===== src/design/msm_pkg.sv =====
`default_nettype none
// ----------------------------------------------------------------------------
// msm_pkg
// Types and constants shared by the media stream statistics monitor modules.
// ----------------------------------------------------------------------------
package msm_pkg;

   localparam int REQ_DATA_W = 88;
   localparam int REQ_USER_W = 5;
   localparam int RSP_DATA_W = 336;
   localparam int RSP_USER_W = 2;
   localparam int CSR_ADDR_W = 1;
   localparam int CSR_DATA_W = 32;
   localparam int DIVIDEND_W = 53;

   localparam logic [1:0] FUNC_MEDIA  = 2'd0;
   localparam logic [1:0] FUNC_START  = 2'd1;
   localparam logic [1:0] FUNC_STOP   = 2'd2;
   localparam logic [1:0] MEDIA_VIDEO = 2'd0;
   localparam logic [1:0] MEDIA_AUDIO = 2'd1;

   localparam logic [CSR_ADDR_W-1:0] CSR_GAP_THRESHOLD  = 1'b0;
   localparam logic [CSR_ADDR_W-1:0] CSR_BITRATE_WINDOW = 1'b1;

   localparam logic [31:0] GAP_THRESHOLD_RST  = 32'd1000;
   localparam logic [31:0] BITRATE_WINDOW_RST = 32'd1000;
   localparam logic [31:0] WRAP_HALF          = 32'h8000_0000;
   localparam logic [31:0] WRAP_LOW           = 32'h7FFF_FFFF;
   localparam logic [31:0] COUNT_MAX          = 32'hFFFF_FFFF;
   localparam logic [47:0] BYTES_MAX          = 48'hFFFF_FFFF_FFFF;
   localparam logic [39:0] WINDOW_BYTES_MAX   = 40'hFF_FFFF_FFFF;

   typedef enum logic [1:0] {
      OP_MEDIA,
      OP_START,
      OP_STOP,
      OP_NONE
   } op_type;

   typedef enum logic [1:0] {
      KIND_VIDEO,
      KIND_AUDIO,
      KIND_DATA
   } kind_type;

   typedef struct packed {
      op_type      op;
      kind_type    kind;
      logic        key;
      logic [31:0] stamp;
      logic [23:0] bytes;
      logic [31:0] now;
   } req_item_type;

   typedef enum logic [1:0] {
      ST_IDLE,
      ST_EXEC,
      ST_DIV,
      ST_DONE
   } back_state_type;

endpackage

`default_nettype wire


===== src/design/msm_front.sv =====
`default_nettype none
// ----------------------------------------------------------------------------
// msm_front
// Request intake: unpacks the request and classifies operation and media kind.
// ----------------------------------------------------------------------------
module msm_front
   import msm_pkg::*;
(
   input  wire logic                  req_tvalid,
   output logic                       req_tready,
   input  wire logic [REQ_DATA_W-1:0] req_tdata,
   input  wire logic [REQ_USER_W-1:0] req_tuser,
   output logic                       push_valid,
   input  wire logic                  push_ready,
   output req_item_type               push_item
);

   op_type   op;
   kind_type kind;

   always_comb begin
      case (req_tuser[1:0])
         FUNC_MEDIA: op = OP_MEDIA;
         FUNC_START: op = OP_START;
         FUNC_STOP:  op = OP_STOP;
         default:    op = OP_NONE;
      endcase
      case (req_tuser[3:2])
         MEDIA_VIDEO: kind = KIND_VIDEO;
         MEDIA_AUDIO: kind = KIND_AUDIO;
         default:     kind = KIND_DATA;
      endcase
   end

   assign req_tready      = push_ready;
   assign push_valid      = req_tvalid;
   assign push_item.op    = op;
   assign push_item.kind  = kind;
   assign push_item.key   = req_tuser[4] & (kind == KIND_VIDEO);
   assign push_item.stamp = req_tdata[31:0];
   assign push_item.bytes = req_tdata[55:32];
   assign push_item.now   = req_tdata[87:56];

endmodule

`default_nettype wire


===== src/design/msm_queue.sv =====
`default_nettype none
// ----------------------------------------------------------------------------
// msm_queue
// Short request queue between intake and execution.
// ----------------------------------------------------------------------------
module msm_queue
   import msm_pkg::*;
#(
   parameter int DEPTH = 2
)
(
   input  wire logic         clock,
   input  wire logic         reset,
   input  wire logic         push_valid,
   output logic              push_ready,
   input  wire req_item_type push_item,
   output logic              pop_valid,
   input  wire logic         pop_ready,
   output req_item_type      pop_item
);

   localparam int PTR_W = (DEPTH > 1) ? $clog2(DEPTH) : 1;
   localparam int CNT_W = $clog2(DEPTH + 1);

   req_item_type     mem_ff [DEPTH];
   logic [PTR_W-1:0] wr_ptr_ff, wr_ptr_in;
   logic [PTR_W-1:0] rd_ptr_ff, rd_ptr_in;
   logic [CNT_W-1:0] count_ff, count_in;
   logic             do_push, do_pop;

   assign push_ready = (count_ff != CNT_W'(DEPTH));
   assign pop_valid  = (count_ff != '0);
   assign pop_item   = mem_ff[rd_ptr_ff];
   assign do_push    = push_valid & push_ready;
   assign do_pop     = pop_valid & pop_ready;

   always_comb begin
      wr_ptr_in = wr_ptr_ff;
      rd_ptr_in = rd_ptr_ff;
      count_in  = count_ff;
      if (do_push) begin
         wr_ptr_in = (wr_ptr_ff == PTR_W'(DEPTH - 1)) ? '0 : wr_ptr_ff + 1'b1;
      end
      if (do_pop) begin
         rd_ptr_in = (rd_ptr_ff == PTR_W'(DEPTH - 1)) ? '0 : rd_ptr_ff + 1'b1;
      end
      if (do_push && !do_pop) begin
         count_in = count_ff + 1'b1;
      end else if (do_pop && !do_push) begin
         count_in = count_ff - 1'b1;
      end
   end

   always_ff @(posedge clock) begin
      if (reset) begin
         wr_ptr_ff <= '0;
         rd_ptr_ff <= '0;
         count_ff  <= '0;
      end else begin
         wr_ptr_ff <= wr_ptr_in;
         rd_ptr_ff <= rd_ptr_in;
         count_ff  <= count_in;
      end
   end

   always_ff @(posedge clock) begin
      if (do_push) begin
         mem_ff[wr_ptr_ff] <= push_item;
      end
   end

endmodule

`default_nettype wire


===== src/design/msm_div.sv =====
`default_nettype none
// ----------------------------------------------------------------------------
// msm_div
// Restoring divider, one quotient bit per cycle, for the bitrate update.
// ----------------------------------------------------------------------------
module msm_div
   import msm_pkg::*;
(
   input  wire logic                  clock,
   input  wire logic                  reset,
   input  wire logic                  start,
   input  wire logic [DIVIDEND_W-1:0] dividend,
   input  wire logic [31:0]           divisor,
   output logic                       done,
   output logic [DIVIDEND_W-1:0]      quotient
);

   localparam int STEP_W = $clog2(DIVIDEND_W);

   logic                  busy_ff, busy_in;
   logic                  done_ff, done_in;
   logic [STEP_W-1:0]     step_ff, step_in;
   logic [31:0]           rem_ff, rem_in;
   logic [DIVIDEND_W-1:0] quo_ff, quo_in;
   logic [31:0]           dsr_ff, dsr_in;
   logic [32:0]           shifted;
   logic                  fits;

   assign shifted  = {rem_ff, quo_ff[DIVIDEND_W-1]};
   assign fits     = (shifted >= {1'b0, dsr_ff});
   assign done     = done_ff;
   assign quotient = quo_ff;

   always_comb begin
      busy_in = busy_ff;
      done_in = 1'b0;
      step_in = step_ff;
      rem_in  = rem_ff;
      quo_in  = quo_ff;
      dsr_in  = dsr_ff;
      if (start) begin
         busy_in = 1'b1;
         step_in = STEP_W'(DIVIDEND_W - 1);
         rem_in  = '0;
         quo_in  = dividend;
         dsr_in  = divisor;
      end else if (busy_ff) begin
         rem_in = fits ? 32'(shifted - {1'b0, dsr_ff}) : shifted[31:0];
         quo_in = {quo_ff[DIVIDEND_W-2:0], fits};
         step_in = step_ff - 1'b1;
         if (step_ff == '0) begin
            busy_in = 1'b0;
            done_in = 1'b1;
         end
      end
   end

   always_ff @(posedge clock) begin
      if (reset) begin
         busy_ff <= 1'b0;
         done_ff <= 1'b0;
      end else begin
         busy_ff <= busy_in;
         done_ff <= done_in;
      end
   end

   always_ff @(posedge clock) begin
      step_ff <= step_in;
      rem_ff  <= rem_in;
      quo_ff  <= quo_in;
      dsr_ff  <= dsr_in;
   end

endmodule

`default_nettype wire


===== src/design/msm_back.sv =====
`default_nettype none
// ----------------------------------------------------------------------------
// msm_back
// Execution: session state, counters, gap check, bitrate window and the
// result register.
// ----------------------------------------------------------------------------
module msm_back
   import msm_pkg::*;
(
   input  wire logic                  clock,
   input  wire logic                  reset,
   input  wire logic                  csr_we,
   input  wire logic [CSR_ADDR_W-1:0] csr_addr,
   input  wire logic [CSR_DATA_W-1:0] csr_wdata,
   input  wire logic                  pop_valid,
   output logic                       pop_ready,
   input  wire req_item_type          pop_item,
   output logic                       rsp_tvalid,
   input  wire logic                  rsp_tready,
   output logic [RSP_DATA_W-1:0]      rsp_tdata,
   output logic [RSP_USER_W-1:0]      rsp_tuser
);

   back_state_type state_ff, state_in;
   req_item_type   item_ff, item_in;

   logic [31:0] thr_ff, thr_in;
   logic [31:0] win_ff, win_in;
   logic        active_ff, active_in;
   logic        seen_video_ff, seen_video_in;
   logic        seen_audio_ff, seen_audio_in;
   logic [31:0] last_video_ff, last_video_in;
   logic [31:0] last_audio_ff, last_audio_in;
   logic [47:0] bytes_total_ff, bytes_total_in;
   logic [31:0] video_cnt_ff, video_cnt_in;
   logic [31:0] audio_cnt_ff, audio_cnt_in;
   logic [31:0] key_cnt_ff, key_cnt_in;
   logic [31:0] gap_cnt_ff, gap_cnt_in;
   logic [63:0] bitrate_ff, bitrate_in;
   logic [31:0] duration_ff, duration_in;
   logic [31:0] start_time_ff, start_time_in;
   logic [31:0] win_start_ff, win_start_in;
   logic [39:0] win_bytes_ff, win_bytes_in;
   logic        gap_found_ff, gap_found_in;
   logic [31:0] gap_size_ff, gap_size_in;
   logic [31:0] gap_prev_ff, gap_prev_in;
   logic                  rsp_valid_ff, rsp_valid_in;
   logic [RSP_DATA_W-1:0] rsp_data_ff, rsp_data_in;
   logic [RSP_USER_W-1:0] rsp_user_ff, rsp_user_in;

   logic [48:0]           bytes_sum;
   logic [47:0]           bytes_sat;
   logic [40:0]           win_sum;
   logic [39:0]           win_sat;
   logic                  is_av;
   logic                  had_first;
   logic [31:0]           prev_stamp;
   logic [31:0]           stamp_diff;
   logic                  wrap_case;
   logic                  gap_hit;
   logic [31:0]           elapsed;
   logic                  window_due;
   logic [DIVIDEND_W-1:0] win_ext;
   logic [DIVIDEND_W-1:0] dividend;
   logic                  div_start;
   logic                  div_done;
   logic [DIVIDEND_W-1:0] quotient;

   // datapath for one media request
   always_comb begin
      bytes_sum  = {1'b0, bytes_total_ff} + 49'(item_ff.bytes);
      bytes_sat  = bytes_sum[48] ? BYTES_MAX : bytes_sum[47:0];
      win_sum    = {1'b0, win_bytes_ff} + 41'(item_ff.bytes);
      win_sat    = win_sum[40] ? WINDOW_BYTES_MAX : win_sum[39:0];
      is_av      = (item_ff.kind == KIND_VIDEO) || (item_ff.kind == KIND_AUDIO);
      had_first  = (item_ff.kind == KIND_VIDEO) ? seen_video_ff : seen_audio_ff;
      prev_stamp = (item_ff.kind == KIND_VIDEO) ? last_video_ff : last_audio_ff;
      stamp_diff = item_ff.stamp - prev_stamp;
      wrap_case  = (prev_stamp > WRAP_HALF) && (item_ff.stamp < WRAP_LOW);
      gap_hit    = is_av && had_first && !wrap_case && (item_ff.stamp > prev_stamp)
                   && (stamp_diff > thr_ff);
      elapsed    = item_ff.now - win_start_ff;
      window_due = (elapsed >= win_ff);
      win_ext    = DIVIDEND_W'(win_sat);
      // times 8000 as 8192 - 128 - 64
      dividend   = (win_ext << 13) - (win_ext << 7) - (win_ext << 6);
   end

   msm_div u_div (
      .clock    (clock),
      .reset    (reset),
      .start    (div_start),
      .dividend (dividend),
      .divisor  (elapsed),
      .done     (div_done),
      .quotient (quotient)
   );

   always_comb begin
      state_in       = state_ff;
      item_in        = item_ff;
      thr_in         = thr_ff;
      win_in         = win_ff;
      active_in      = active_ff;
      seen_video_in  = seen_video_ff;
      seen_audio_in  = seen_audio_ff;
      last_video_in  = last_video_ff;
      last_audio_in  = last_audio_ff;
      bytes_total_in = bytes_total_ff;
      video_cnt_in   = video_cnt_ff;
      audio_cnt_in   = audio_cnt_ff;
      key_cnt_in     = key_cnt_ff;
      gap_cnt_in     = gap_cnt_ff;
      bitrate_in     = bitrate_ff;
      duration_in    = duration_ff;
      start_time_in  = start_time_ff;
      win_start_in   = win_start_ff;
      win_bytes_in   = win_bytes_ff;
      gap_found_in   = gap_found_ff;
      gap_size_in    = gap_size_ff;
      gap_prev_in    = gap_prev_ff;
      rsp_valid_in   = rsp_valid_ff & ~rsp_tready;
      rsp_data_in    = rsp_data_ff;
      rsp_user_in    = rsp_user_ff;
      pop_ready      = 1'b0;
      div_start      = 1'b0;

      if (csr_we) begin
         case (csr_addr)
            CSR_GAP_THRESHOLD:  thr_in = csr_wdata;
            CSR_BITRATE_WINDOW: win_in = csr_wdata;
            default: ;
         endcase
      end

      case (state_ff)
         ST_IDLE: begin
            if (pop_valid && (!rsp_valid_ff || rsp_tready)) begin
               pop_ready = 1'b1;
               item_in   = pop_item;
               state_in  = ST_EXEC;
            end
         end
         ST_EXEC: begin
            gap_found_in = 1'b0;
            gap_size_in  = '0;
            gap_prev_in  = '0;
            state_in     = ST_DONE;
            case (item_ff.op)
               OP_START: begin
                  if (!active_ff) begin
                     active_in      = 1'b1;
                     seen_video_in  = 1'b0;
                     seen_audio_in  = 1'b0;
                     last_video_in  = '0;
                     last_audio_in  = '0;
                     bytes_total_in = '0;
                     video_cnt_in   = '0;
                     audio_cnt_in   = '0;
                     key_cnt_in     = '0;
                     gap_cnt_in     = '0;
                     bitrate_in     = '0;
                     duration_in    = '0;
                     win_bytes_in   = '0;
                     start_time_in  = item_ff.now;
                     win_start_in   = item_ff.now;
                  end
               end
               OP_STOP: begin
                  active_in = 1'b0;
               end
               OP_MEDIA: begin
                  if (active_ff) begin
                     bytes_total_in = bytes_sat;
                     if (item_ff.kind == KIND_VIDEO) begin
                        if (video_cnt_ff != COUNT_MAX) video_cnt_in = video_cnt_ff + 1'b1;
                        if (item_ff.key && (key_cnt_ff != COUNT_MAX)) begin
                           key_cnt_in = key_cnt_ff + 1'b1;
                        end
                        seen_video_in = 1'b1;
                        last_video_in = item_ff.stamp;
                     end
                     if (item_ff.kind == KIND_AUDIO) begin
                        if (audio_cnt_ff != COUNT_MAX) audio_cnt_in = audio_cnt_ff + 1'b1;
                        seen_audio_in = 1'b1;
                        last_audio_in = item_ff.stamp;
                     end
                     if (gap_hit) begin
                        gap_found_in = 1'b1;
                        gap_size_in  = stamp_diff;
                        gap_prev_in  = prev_stamp;
                        if (gap_cnt_ff != COUNT_MAX) gap_cnt_in = gap_cnt_ff + 1'b1;
                     end
                     win_bytes_in = win_sat;
                     if (window_due) begin
                        win_bytes_in = '0;
                        win_start_in = item_ff.now;
                        if (elapsed != '0) begin
                           div_start = 1'b1;
                           state_in  = ST_DIV;
                        end
                     end
                     duration_in = item_ff.now - start_time_ff;
                  end
               end
               default: ;
            endcase
         end
         ST_DIV: begin
            if (div_done) begin
               bitrate_in = 64'(quotient);
               state_in   = ST_DONE;
            end
         end
         ST_DONE: begin
            rsp_valid_in = 1'b1;
            rsp_user_in  = {gap_found_ff, active_ff};
            rsp_data_in  = {duration_ff, bitrate_ff, gap_cnt_ff, key_cnt_ff,
                            audio_cnt_ff, video_cnt_ff, bytes_total_ff,
                            gap_prev_ff, gap_size_ff};
            state_in     = ST_IDLE;
         end
         default: state_in = ST_IDLE;
      endcase
   end

   always_ff @(posedge clock) begin
      if (reset) begin
         state_ff       <= ST_IDLE;
         thr_ff         <= GAP_THRESHOLD_RST;
         win_ff         <= BITRATE_WINDOW_RST;
         active_ff      <= 1'b0;
         seen_video_ff  <= 1'b0;
         seen_audio_ff  <= 1'b0;
         last_video_ff  <= '0;
         last_audio_ff  <= '0;
         bytes_total_ff <= '0;
         video_cnt_ff   <= '0;
         audio_cnt_ff   <= '0;
         key_cnt_ff     <= '0;
         gap_cnt_ff     <= '0;
         bitrate_ff     <= '0;
         duration_ff    <= '0;
         start_time_ff  <= '0;
         win_start_ff   <= '0;
         win_bytes_ff   <= '0;
         rsp_valid_ff   <= 1'b0;
      end else begin
         state_ff       <= state_in;
         thr_ff         <= thr_in;
         win_ff         <= win_in;
         active_ff      <= active_in;
         seen_video_ff  <= seen_video_in;
         seen_audio_ff  <= seen_audio_in;
         last_video_ff  <= last_video_in;
         last_audio_ff  <= last_audio_in;
         bytes_total_ff <= bytes_total_in;
         video_cnt_ff   <= video_cnt_in;
         audio_cnt_ff   <= audio_cnt_in;
         key_cnt_ff     <= key_cnt_in;
         gap_cnt_ff     <= gap_cnt_in;
         bitrate_ff     <= bitrate_in;
         duration_ff    <= duration_in;
         start_time_ff  <= start_time_in;
         win_start_ff   <= win_start_in;
         win_bytes_ff   <= win_bytes_in;
         rsp_valid_ff   <= rsp_valid_in;
      end
   end

   always_ff @(posedge clock) begin
      item_ff      <= item_in;
      gap_found_ff <= gap_found_in;
      gap_size_ff  <= gap_size_in;
      gap_prev_ff  <= gap_prev_in;
      rsp_data_ff  <= rsp_data_in;
      rsp_user_ff  <= rsp_user_in;
   end

   assign rsp_tvalid = rsp_valid_ff;
   assign rsp_tdata  = rsp_data_ff;
   assign rsp_tuser  = rsp_user_ff;

endmodule

`default_nettype wire


===== src/design/media_stream_statistics_monitor_unit.sv =====
`default_nettype none
// ----------------------------------------------------------------------------
// media_stream_statistics_monitor_unit
// Media session statistics: byte and frame counters, per-kind timestamp gap
// detection and a windowed bitrate estimate.
// ----------------------------------------------------------------------------
// Each request (start, stop or media message) yields exactly one response with
// the current statistics. Requests enter a short queue and are executed one at
// a time: the execution side takes a request, executes it and then responds;
// when it closes a bitrate window with nonzero elapsed time, it waits between
// execute and respond on the 53-step one-bit-per-cycle divider that computes
// bytes*8000/elapsed. While a response waits, requests still enter the queue
// until it is full; the next one is taken when the response leaves. The user
// must write the configuration registers (index 0 gap threshold, index 1
// bitrate window) only while no request is in flight; the block itself does
// not enforce this.
module media_stream_statistics_monitor_unit
   import msm_pkg::*;
#(
   parameter int QUEUE_DEPTH = 2
)
(
   input  wire logic                  clock,
   input  wire logic                  reset,
   input  wire logic                  csr_we,
   input  wire logic [CSR_ADDR_W-1:0] csr_addr,
   input  wire logic [CSR_DATA_W-1:0] csr_wdata,
   input  wire logic                  req_tvalid,
   output logic                       req_tready,
   // media_timestamp, payload_bytes, now_ms
   input  wire logic [REQ_DATA_W-1:0] req_tdata,
   // func, media_kind, is_keyframe
   input  wire logic [REQ_USER_W-1:0] req_tuser,
   output logic                       rsp_tvalid,
   input  wire logic                  rsp_tready,
   // gap_size_ms, gap_previous_stamp, bytes_total, video_count, audio_count,
   // keyframe_count, gap_total, bitrate_bps, session_duration_ms
   output logic [RSP_DATA_W-1:0]      rsp_tdata,
   // session_active, gap_found
   output logic [RSP_USER_W-1:0]      rsp_tuser
);

   logic         push_valid, push_ready;
   req_item_type push_item;
   logic         pop_valid, pop_ready;
   req_item_type pop_item;

   msm_front u_front (
      .req_tvalid (req_tvalid),
      .req_tready (req_tready),
      .req_tdata  (req_tdata),
      .req_tuser  (req_tuser),
      .push_valid (push_valid),
      .push_ready (push_ready),
      .push_item  (push_item)
   );

   msm_queue #(
      .DEPTH (QUEUE_DEPTH)
   ) u_queue (
      .clock      (clock),
      .reset      (reset),
      .push_valid (push_valid),
      .push_ready (push_ready),
      .push_item  (push_item),
      .pop_valid  (pop_valid),
      .pop_ready  (pop_ready),
      .pop_item   (pop_item)
   );

   msm_back u_back (
      .clock      (clock),
      .reset      (reset),
      .csr_we     (csr_we),
      .csr_addr   (csr_addr),
      .csr_wdata  (csr_wdata),
      .pop_valid  (pop_valid),
      .pop_ready  (pop_ready),
      .pop_item   (pop_item),
      .rsp_tvalid (rsp_tvalid),
      .rsp_tready (rsp_tready),
      .rsp_tdata  (rsp_tdata),
      .rsp_tuser  (rsp_tuser)
   );

endmodule

`default_nettype wire


===== config.mk =====
export PLATFORM = sky130hd
export DESIGN_NAME = media_stream_statistics_monitor_unit
export DESIGN_NICKNAME = d
export VERILOG_FILES = /design/src/design/msm_pkg.sv /design/src/design/msm_front.sv /design/src/design/msm_queue.sv /design/src/design/msm_div.sv /design/src/design/msm_back.sv /design/src/design/media_stream_statistics_monitor_unit.sv
export SDC_FILE = /design/constraint.sdc
export NUM_CORES = 2
export LEC_CHECK = 0
export BUFFER_PORTS_ARGS = -buffer_cell sky130_fd_sc_hd__buf_2
export CAP_MARGIN = 20
export CELL_PAD_IN_SITES_DETAIL_PLACEMENT = 2
export CELL_PAD_IN_SITES_GLOBAL_PLACEMENT = 2
export CORE_MARGIN = 10
export CORE_UTILIZATION = 40
export DETAILED_ROUTE_END_ITERATION = 10
export PLACE_DENSITY_LB_ADDON = 0.3
export SETUP_SLACK_MARGIN = 0.4
export SLEW_MARGIN = 40
export SYNTH_ARGS = -nofsm -noshare
export SYNTH_HDL_FRONTEND = slang
export SYNTH_SLANG_ARGS = --single-unit
export TNS_END_PERCENT = 50

===== constraint.sdc =====
create_clock -name clock -period 10.16 [get_ports clock]
set_input_delay 1.016 -clock clock [delete_from_list [all_inputs] [get_ports clock]]
set_output_delay 1.016 -clock clock [all_outputs]
set_load 0.02 [all_outputs]

; ---- Yosys cells after proc, flatten, opt, wreduce, memory -nomap -nowiden
; Memory sizes are Yosys's and may differ from the RTL's. A register that Yosys moved wholly into a read port is not among the register bits.
; Cells that the tools add are included.
[word_totals]
regBits = 1042
latch_bits = 0
ram_bits = 186
romBits = 0
word_cells = 223
memories = 1
[op_classes]
add_sub_neg = 17
n_mul = 0
div_mod_pow = 0
n_lt_le_gt_ge = 6
eq_ne = 28
shift = 0
mux = 83
bitwise = 8
n_reduce_logical = 47
[mem_list]
columns = memory, depth, word_bits, rd, rd_ports_with_merged_regs, write_ports, line_no
row1 = u_queue.mem_ff, 2, 93, 1, 1, 1, msm_queue.sv:25  ; req_item_type mem_ff [DEPTH];
[op_table]
columns = op, n
row1 = two-way mux 32 bit, 23
row2 = case mux 32 bit (2 select lines), 8
row3 = two-way mux 64 bit, 3
row4 = two-way mux 40 bit, 4
row5 = two-way mux 48 bit, 3
row6 = "adder 32 x 1 -> 32 bit, second input constant", 4
row7 = "inequality test 32 bit, second input constant", 4
row8 = case mux 64 bit (2 select lines), 1
row9 = subtractor 32 bit, 4
row10 = two-way mux 53 bit, 2
row11 = case mux 48 bit (2 select lines), 1
row12 = case mux 40 bit (2 select lines), 1
row13 = > comparator 32 bit, 2
row14 = subtractor 53 x 46 -> 53 bit, 1
row15 = subtractor 53 x 47 -> 53 bit, 1
row16 = adder 48 x 24 -> 49 bit, 1
row17 = adder 40 x 24 -> 41 bit, 1
row18 = >= comparator 33 x 32 -> 1 bit, 1
row19 = >= comparator 32 bit, 1
row20 = "> comparator 32 bit, second input constant", 1
row21 = "< comparator 32 x 31 -> 1 bit, second input constant", 1
row22 = nonzero test 32 bit, 1
row23 = two-way mux 1 bit, 24
row24 = AND reduction 6 bit, 4
row25 = 26 further kinds, 92

; ---- Depth between registers and ports, before layout
[logic_depth]
depth_word = 11
depth_mapped = 30

; ---- Modules after synthesis
; A second synthesis with hierarchy kept.
[unflattened]
hier_cells = 5710
hier_area_um2 = 61948.2
[by_module_without_submodules]
columns = mod, n_inst, cells_each, area_each_um2, seq_area_each_um2
row1 = msm_back, 1, 4654, 47335.4, 24553.5
row2 = msm_div, 1, 648, 6955.4, 3353.2
row3 = msm_queue, 1, 313, 6951.7, 5685.5
row4 = msm_front, 1, 95, 705.7, 0.0

; ---- Worst setup path after synthesis
; Ideal clock, no wire load.
[synth_path]
kind = register to register
start = reg u_back.state_ff[0]
end = reg u_back.rsp_data_ff[0], in the netlist u_back.rsp_tdata[0] (enable)
setup_time_ns = 0.733
t_arrival_ns = 7.903
path_slack_ns = 1.524
stages_incl_launch_ff = 2
path_buffers = 0
period_less_slack_ns = 8.636
cell_sequence = dfxtp_1 > ha_1
[synth_between]
elab_chain_cells = 1
[synth_lines]
columns = item, line_no
row1 = from (decl), msm_back.sv:24  ; back_state_type state_ff, state_in;
row2 = from (signal assigned), msm_back.sv:249  ; state_ff <= state_in;
row3 = == test 2 bit, msm_back.sv:136  ; case (state_ff)
row4 = to (signal assigned), msm_back.sv:276  ; rsp_data_ff <= rsp_data_in;
row5 = to (decl), msm_back.sv:48  ; logic [RSP_DATA_W-1:0] rsp_data_ff, rsp_data_in;
; No other way between the ends.
; A chain may end at the register's enable or synchronous reset.

; ---- Final worst setup path
[layout_path]
start = reg u_back.item_ff[32] in the netlist's numbering
end = reg u_back.u_div.quo_ff[45], in the netlist u_back.u_div.quotient[45] (data pin)
[layout_between]
elab_chain_cells = 5
[layout_lines]
columns = item, line_no
row1 = from (decl), msm_back.sv:25  ; req_item_type item_ff, item_in;
row2 = from (signal assigned), msm_back.sv:272  ; item_ff <= item_in;
row3 = adder 40 x 24 -> 41 bit (*), msm_back.sv:73  ; win_sum = {1'b0, win_bytes_ff} + 41'(item_ff.bytes);
row4 = two-way mux 40 bit (*), msm_back.sv:74  ; win_sat = win_sum[40] ? WINDOW_BYTES_MAX : win_sum[39:0];
row5 = subtractor 53 x 47 -> 53 bit, msm_back.sv:86  ; dividend = (win_ext << 13) - (win_ext << 7) - (win_ext << 6);
row6 = subtractor 53 x 46 -> 53 bit (*), msm_back.sv:86
row7 = two-way mux 53 bit (*), msm_div.sv:41  ; if (start) begin
row8 = named net u_back.u_div.quo_in[45], msm_div.sv:24  ; logic [DIVIDEND_W-1:0] quo_ff, quo_in;
row9 = to (signal assigned), msm_div.sv:71  ; quo_ff <= quo_in;
row10 = to (decl), msm_div.sv:24
; Mark *: on every way through the listed nets, which the timed path passes. The rest lies on a longest branch.

==> impl_results.md <==
* CTS tree: built
* Hold slack final at 0.402 ns
* Delay-heaviest family, CP: compound AO/OA/AOI/OAI gates
* Yosys reg bits at between 1000 and 1500
* Die ar. at 0.169 mm^2
* CP Class: reg -> reg
* Detail Placement HPWL at 156000 um
* Initial antenna violation count at 8
* Via Count at 46400
* H-tree depth at 4
* Simple-gate portion of the synthesized area at between 10% and 20%
* Synth Area in XOR/XNOR at under 10%
* Total Wirelength at roughly 210000 um
* Final Power at a little over 20 mW
* Worst-Margin Slew at around 0.85 ns
* CP dominant cell by count: ha_1
* Seq/Total Area, Yosys at 55.0%
* Layout fillers at between 15000 and 20000
* Worst hold path type: in -> reg
* Post-cts sizing count at 0
* CTS root buffer: clkbuf_16
* Ratio of cells with drive above 1 in the final layout at 15.4%
* Final setup fails at 0
* Setup bufs post-CTS at 0
* Max Freq at 124 MHz
* GRT Util Overall at 24.6%
* WHS Path Cells at 1
* Main combinational cell family by area after synthesis: compound AO/OA/AOI/OAI gates
* Chip height at 411 um
* Cts bufs inserted at 148
* Synth Area in Adders at 7.44%
* Fin nets at 6555
* Ys async rst share at 0%
* Clock Sinks at 1299
* CP Buf/Inv Count at 1
* Synthesized instance count at ~5600
* Core area at 0.152 mm^2
* First-pass GRT wire length at 324000 um
* Clk_lat worst skew at 0.81 ns
* Non-filler cells, final at between 8000 and 9000
* Worst vdd ir at around 0.00018 V
* Setup TNS at 0 ns
* Die X at approximately 410 um
* Max_cap viols at 0
* DRC violations left at 0
* Pwr dens at 292 mW/mm^2
* Shortest period the worst path allows at around 8 ns
* CP Launch Type: flop
* Critical Path AT at 8.62 ns
* FP Rows at 143
* Synthesized cell area at a little over 0.06 mm^2
* Post-route clock skew at 0.0298 ns
* Post-synth EDFFs at 756
* Predominant post-synthesis flop cell: edfxtp_1
* R2r setup slk at 2.08 ns
* Slack of the critical path at 2.08 ns
* Gr ovfl total at 0
* Post-synthesis cell type count at 87
* Compound-gate portion of the synthesized area at between 10% and 20%
* Max_slew headroom at 43.2%
* Placed cell area at 0.0657 mm^2
* R2R depth at 23
* Ports at 471
* Port bufs at ~460
* Status: finished clean
* Longest Clk Path Bufs at 3
* Pre-CTS setup slack at about 2.3 ns
* Critical R2R Launch: u_back.item_ff[32]
* Mux cell area share after synthesis at 4.16%
* Slowest cell on the critical path: nand2_1
* Post-detailed-route count of antenna-violating nets at 0
* Crit share post-route at between 70% and 80%
* CTS clk-pin slew, worst paths at approximately 0.060 ns
* Placed insts at 7956
* Drt pass-1 iters at 5
* Via/cell ratio at between 5 and 6
* Yosys warning count at 0
* Post-layout instance area at slightly above 0.07 mm^2
* Crit-path cells: ha_1 > fa_1 > a211oi_1 > o21ai_0 > o21ba_2 > o211ai_1 > nand2_1 > nand2_1 > o21ai_0 > inv_1 > ha_1 > ha_1 > nand4_1 > or3b_2 > a2111o_1 > a21boi_0 > o2111ai_1 > a211o_1 > a31oi_1 > a221o_1 > o221ai_1 > xnor2_1 > mux2_4
* Hold-fix buffers, CTS at 0
* CP Capture Type: flop
* P&R area growth vs syn at 15.9%
* Required @ worst endpoint at 10.70 ns
* Mean Syn Cell Area at ~11 um^2
* HP Start: req_tdata[21]
* Hold path endpoint: u_queue.mem_ff[0][77]
* Drt wl/cell at between 20 and 30 um
* Fin util at 46.6%
* Leakage power total at 26.4 nW
* CP peak stage delay at 0.65 ns
* Routability cong. at 0.891
* Crit-path max FO at 20
* Vias in the first global route at slightly above 50000
* Starting Density at roughly two fifths
* Largest net degree at the start of global routing at 96
* RSZ-0062 raised after global routing: false
* Final-report max-slew violation count at 0
* Initial drt markers at 2999
* Reg2reg end: u_back.u_div.quotient[45]
* Hold Vio Cnt, Final at 0
-- registers in the layout, summed over array words and instances (netlist names), 40 cells and up --
name	cells
u_back.rsp_tdata	325
u_queue.mem_ff	186
u_back.item_ff	93
u_back.bitrate_ff	53
u_back.u_div.quotient	53
u_back.bytes_total_ff	48
u_back.win_bytes_ff	40
-- worst register-to-register path: stages, from the launching register on --
cell,delay [ns]
edfxtp_1,0.40
ha_1,0.24
fa_1,0.45
a211oi_1,0.21
o21ai_0,0.23
o21ba_2,0.30
o211ai_1,0.37
nand2_1,0.31
nand2_1,0.66
o21ai_0,0.47
inv_1,0.19
ha_1,0.27
ha_1,0.41
nand4_1,0.14
or3b_2,0.55
a2111o_1,0.42
a21boi_0,0.32
o2111ai_1,0.20
a211o_1,0.38
a31oi_1,0.44
a221o_1,0.28
o221ai_1,0.15
xnor2_1,0.16
mux2_4,0.26
-- final cells by class --
cell class,count,area [um^2],area share (%)
diodes,3,7.51,0.0106
clock buffers,220,4320,6.10
clock inverters,58,664,0.939
inverters,316,1190,1.68
multi-input cells,3797,25600,36.2
flip-flops and latches,1299,33600,47.4
well taps,2030,2540,3.59
repair buffers,520,2880,4.07
-- cell usage in the layout, fill, tap and decap left out, types with 19 or more instances in the layout --
master / Yosys / final
edfxtp_1: 756 / 756
dfxtp_1: 543 / 541
nand2_1: 536 / 536
a21oi_1: 476 / 473
buf_2: 6 / 459
nor2_1: 434 / 423
inv_1: 315 / 313
ha_1: 307 / 303
o21ai_0: 220 / 220
nand3_1: 176 / 176
xnor2_1: 153 / 153
clkbuf_16: 0 / 152
xor2_1: 132 / 132
mux2_2: 130 / 130
a21o_1: 114 / 113
a22oi_1: 92 / 92
mux2i_1: 91 / 90
nand4_1: 72 / 72
and2_1: 67 / 67
nor3_1: 65 / 64
a211oi_1: 56 / 56
o21bai_1: 44 / 44
buf_4: 11 / 44
or3_1: 42 / 42
clkbuf_1: 206 / 42
and3_1: 41 / 40
o21a_1: 38 / 38
a31oi_1: 38 / 38
nand2b_1: 37 / 35
fa_1: 35 / 35
nor4_1: 33 / 32
nor2b_1: 32 / 31
o31ai_1: 31 / 31
clkbuf_8: 0 / 27
o211ai_1: 25 / 25
clkinv_2: 0 / 25
and4_1: 23 / 23
a311oi_1: 20 / 20
a211o_1: 19 / 19
-- Yosys cell counts (all sizes together) (25+ instances only) --
| master | number | area share (%) |
|---|---|---|
| a21oi | 479 | 3.9 |
| nor3 | 65 | 0.53 |
| and2 | 69 | 0.71 |
| nor2 | 434 | 2.7 |
| or3 | 42 | 0.43 |
| nand4 | 72 | 0.74 |
| mux2 | 141 | 2.7 |
| fa | 35 | 1.1 |
| edfxtp | 756 | 37 |
| o21a | 38 | 0.47 |
| xnor2 | 153 | 2.2 |
| a31oi | 38 | 0.39 |
| a21o | 114 | 1.4 |
| clkbuf | 206 | 1.3 |
| o31ai | 31 | 0.38 |
| dfxtp | 543 | 18 |
| xor2 | 132 | 1.9 |
| mux2i | 91 | 1.5 |
| o21bai | 44 | 0.54 |
| a22oi | 92 | 1.1 |
| nand2 | 536 | 3.3 |
| o211ai | 25 | 0.31 |
| a211oi | 58 | 0.73 |
| nor4 | 33 | 0.34 |
| buf | 30 | 0.30 |
| and3 | 41 | 0.42 |
| nor2b | 32 | 0.33 |
| nand2b | 37 | 0.38 |
| o21ai | 227 | 1.9 |
| inv | 316 | 1.9 |
| nand3 | 176 | 1.4 |
| ha | 307 | 6.3 |
-- kinds of logic after synthesis --
family	count (synthesis)
DFF	1299
xor gates and xnor gates	285
buffers and inverters	552
muxes	232
and+or+nand+nor	1640
other	1
AOI/OAI and AO/OA	1287
adders and majority gates	342
-- per-layer routing --
layer,track usage [%],part of all wire [%],up-vias
met2,41.5,48,1136
met1,31.5,43,23700
li1,-,-,21300
met4,9.25,3.8,0
met5,0,0,-
met3,4.26,5.0,339
-- worst max path at each step --
stage | endpoint | cells after the start | start | slack (ns)
2_1_floorplan | u_back.rsp_tdata[0] | 1 | u_back.state_ff[0] | 1.52
3_3_place_gp | u_back.u_div.quotient[45] | 23 | u_back.item_ff[32] | 2.60
3_5_place_dp | u_back.u_div.quotient[50] | 23 | u_back.item_ff[32] | 2.27
4_1_cts | u_back.u_div.quotient[50] | 23 | u_back.item_ff[32] | 2.12
5_1_grt | u_back.u_div.quotient[45] | 23 | u_back.item_ff[32] | 1.53
6_report | u_back.u_div.quotient[45] | 23 | u_back.item_ff[32] | 2.08
-- power by group --
group | leakage (nW) | switching [mW] | internal, mW
clock | 2.45 | 2.31 | 3.18
combinational | 12.5 | 5.21 | 2.89
sequential | 11.4 | 0.655 | 6.44
Power figures use the tool's default switching activity.
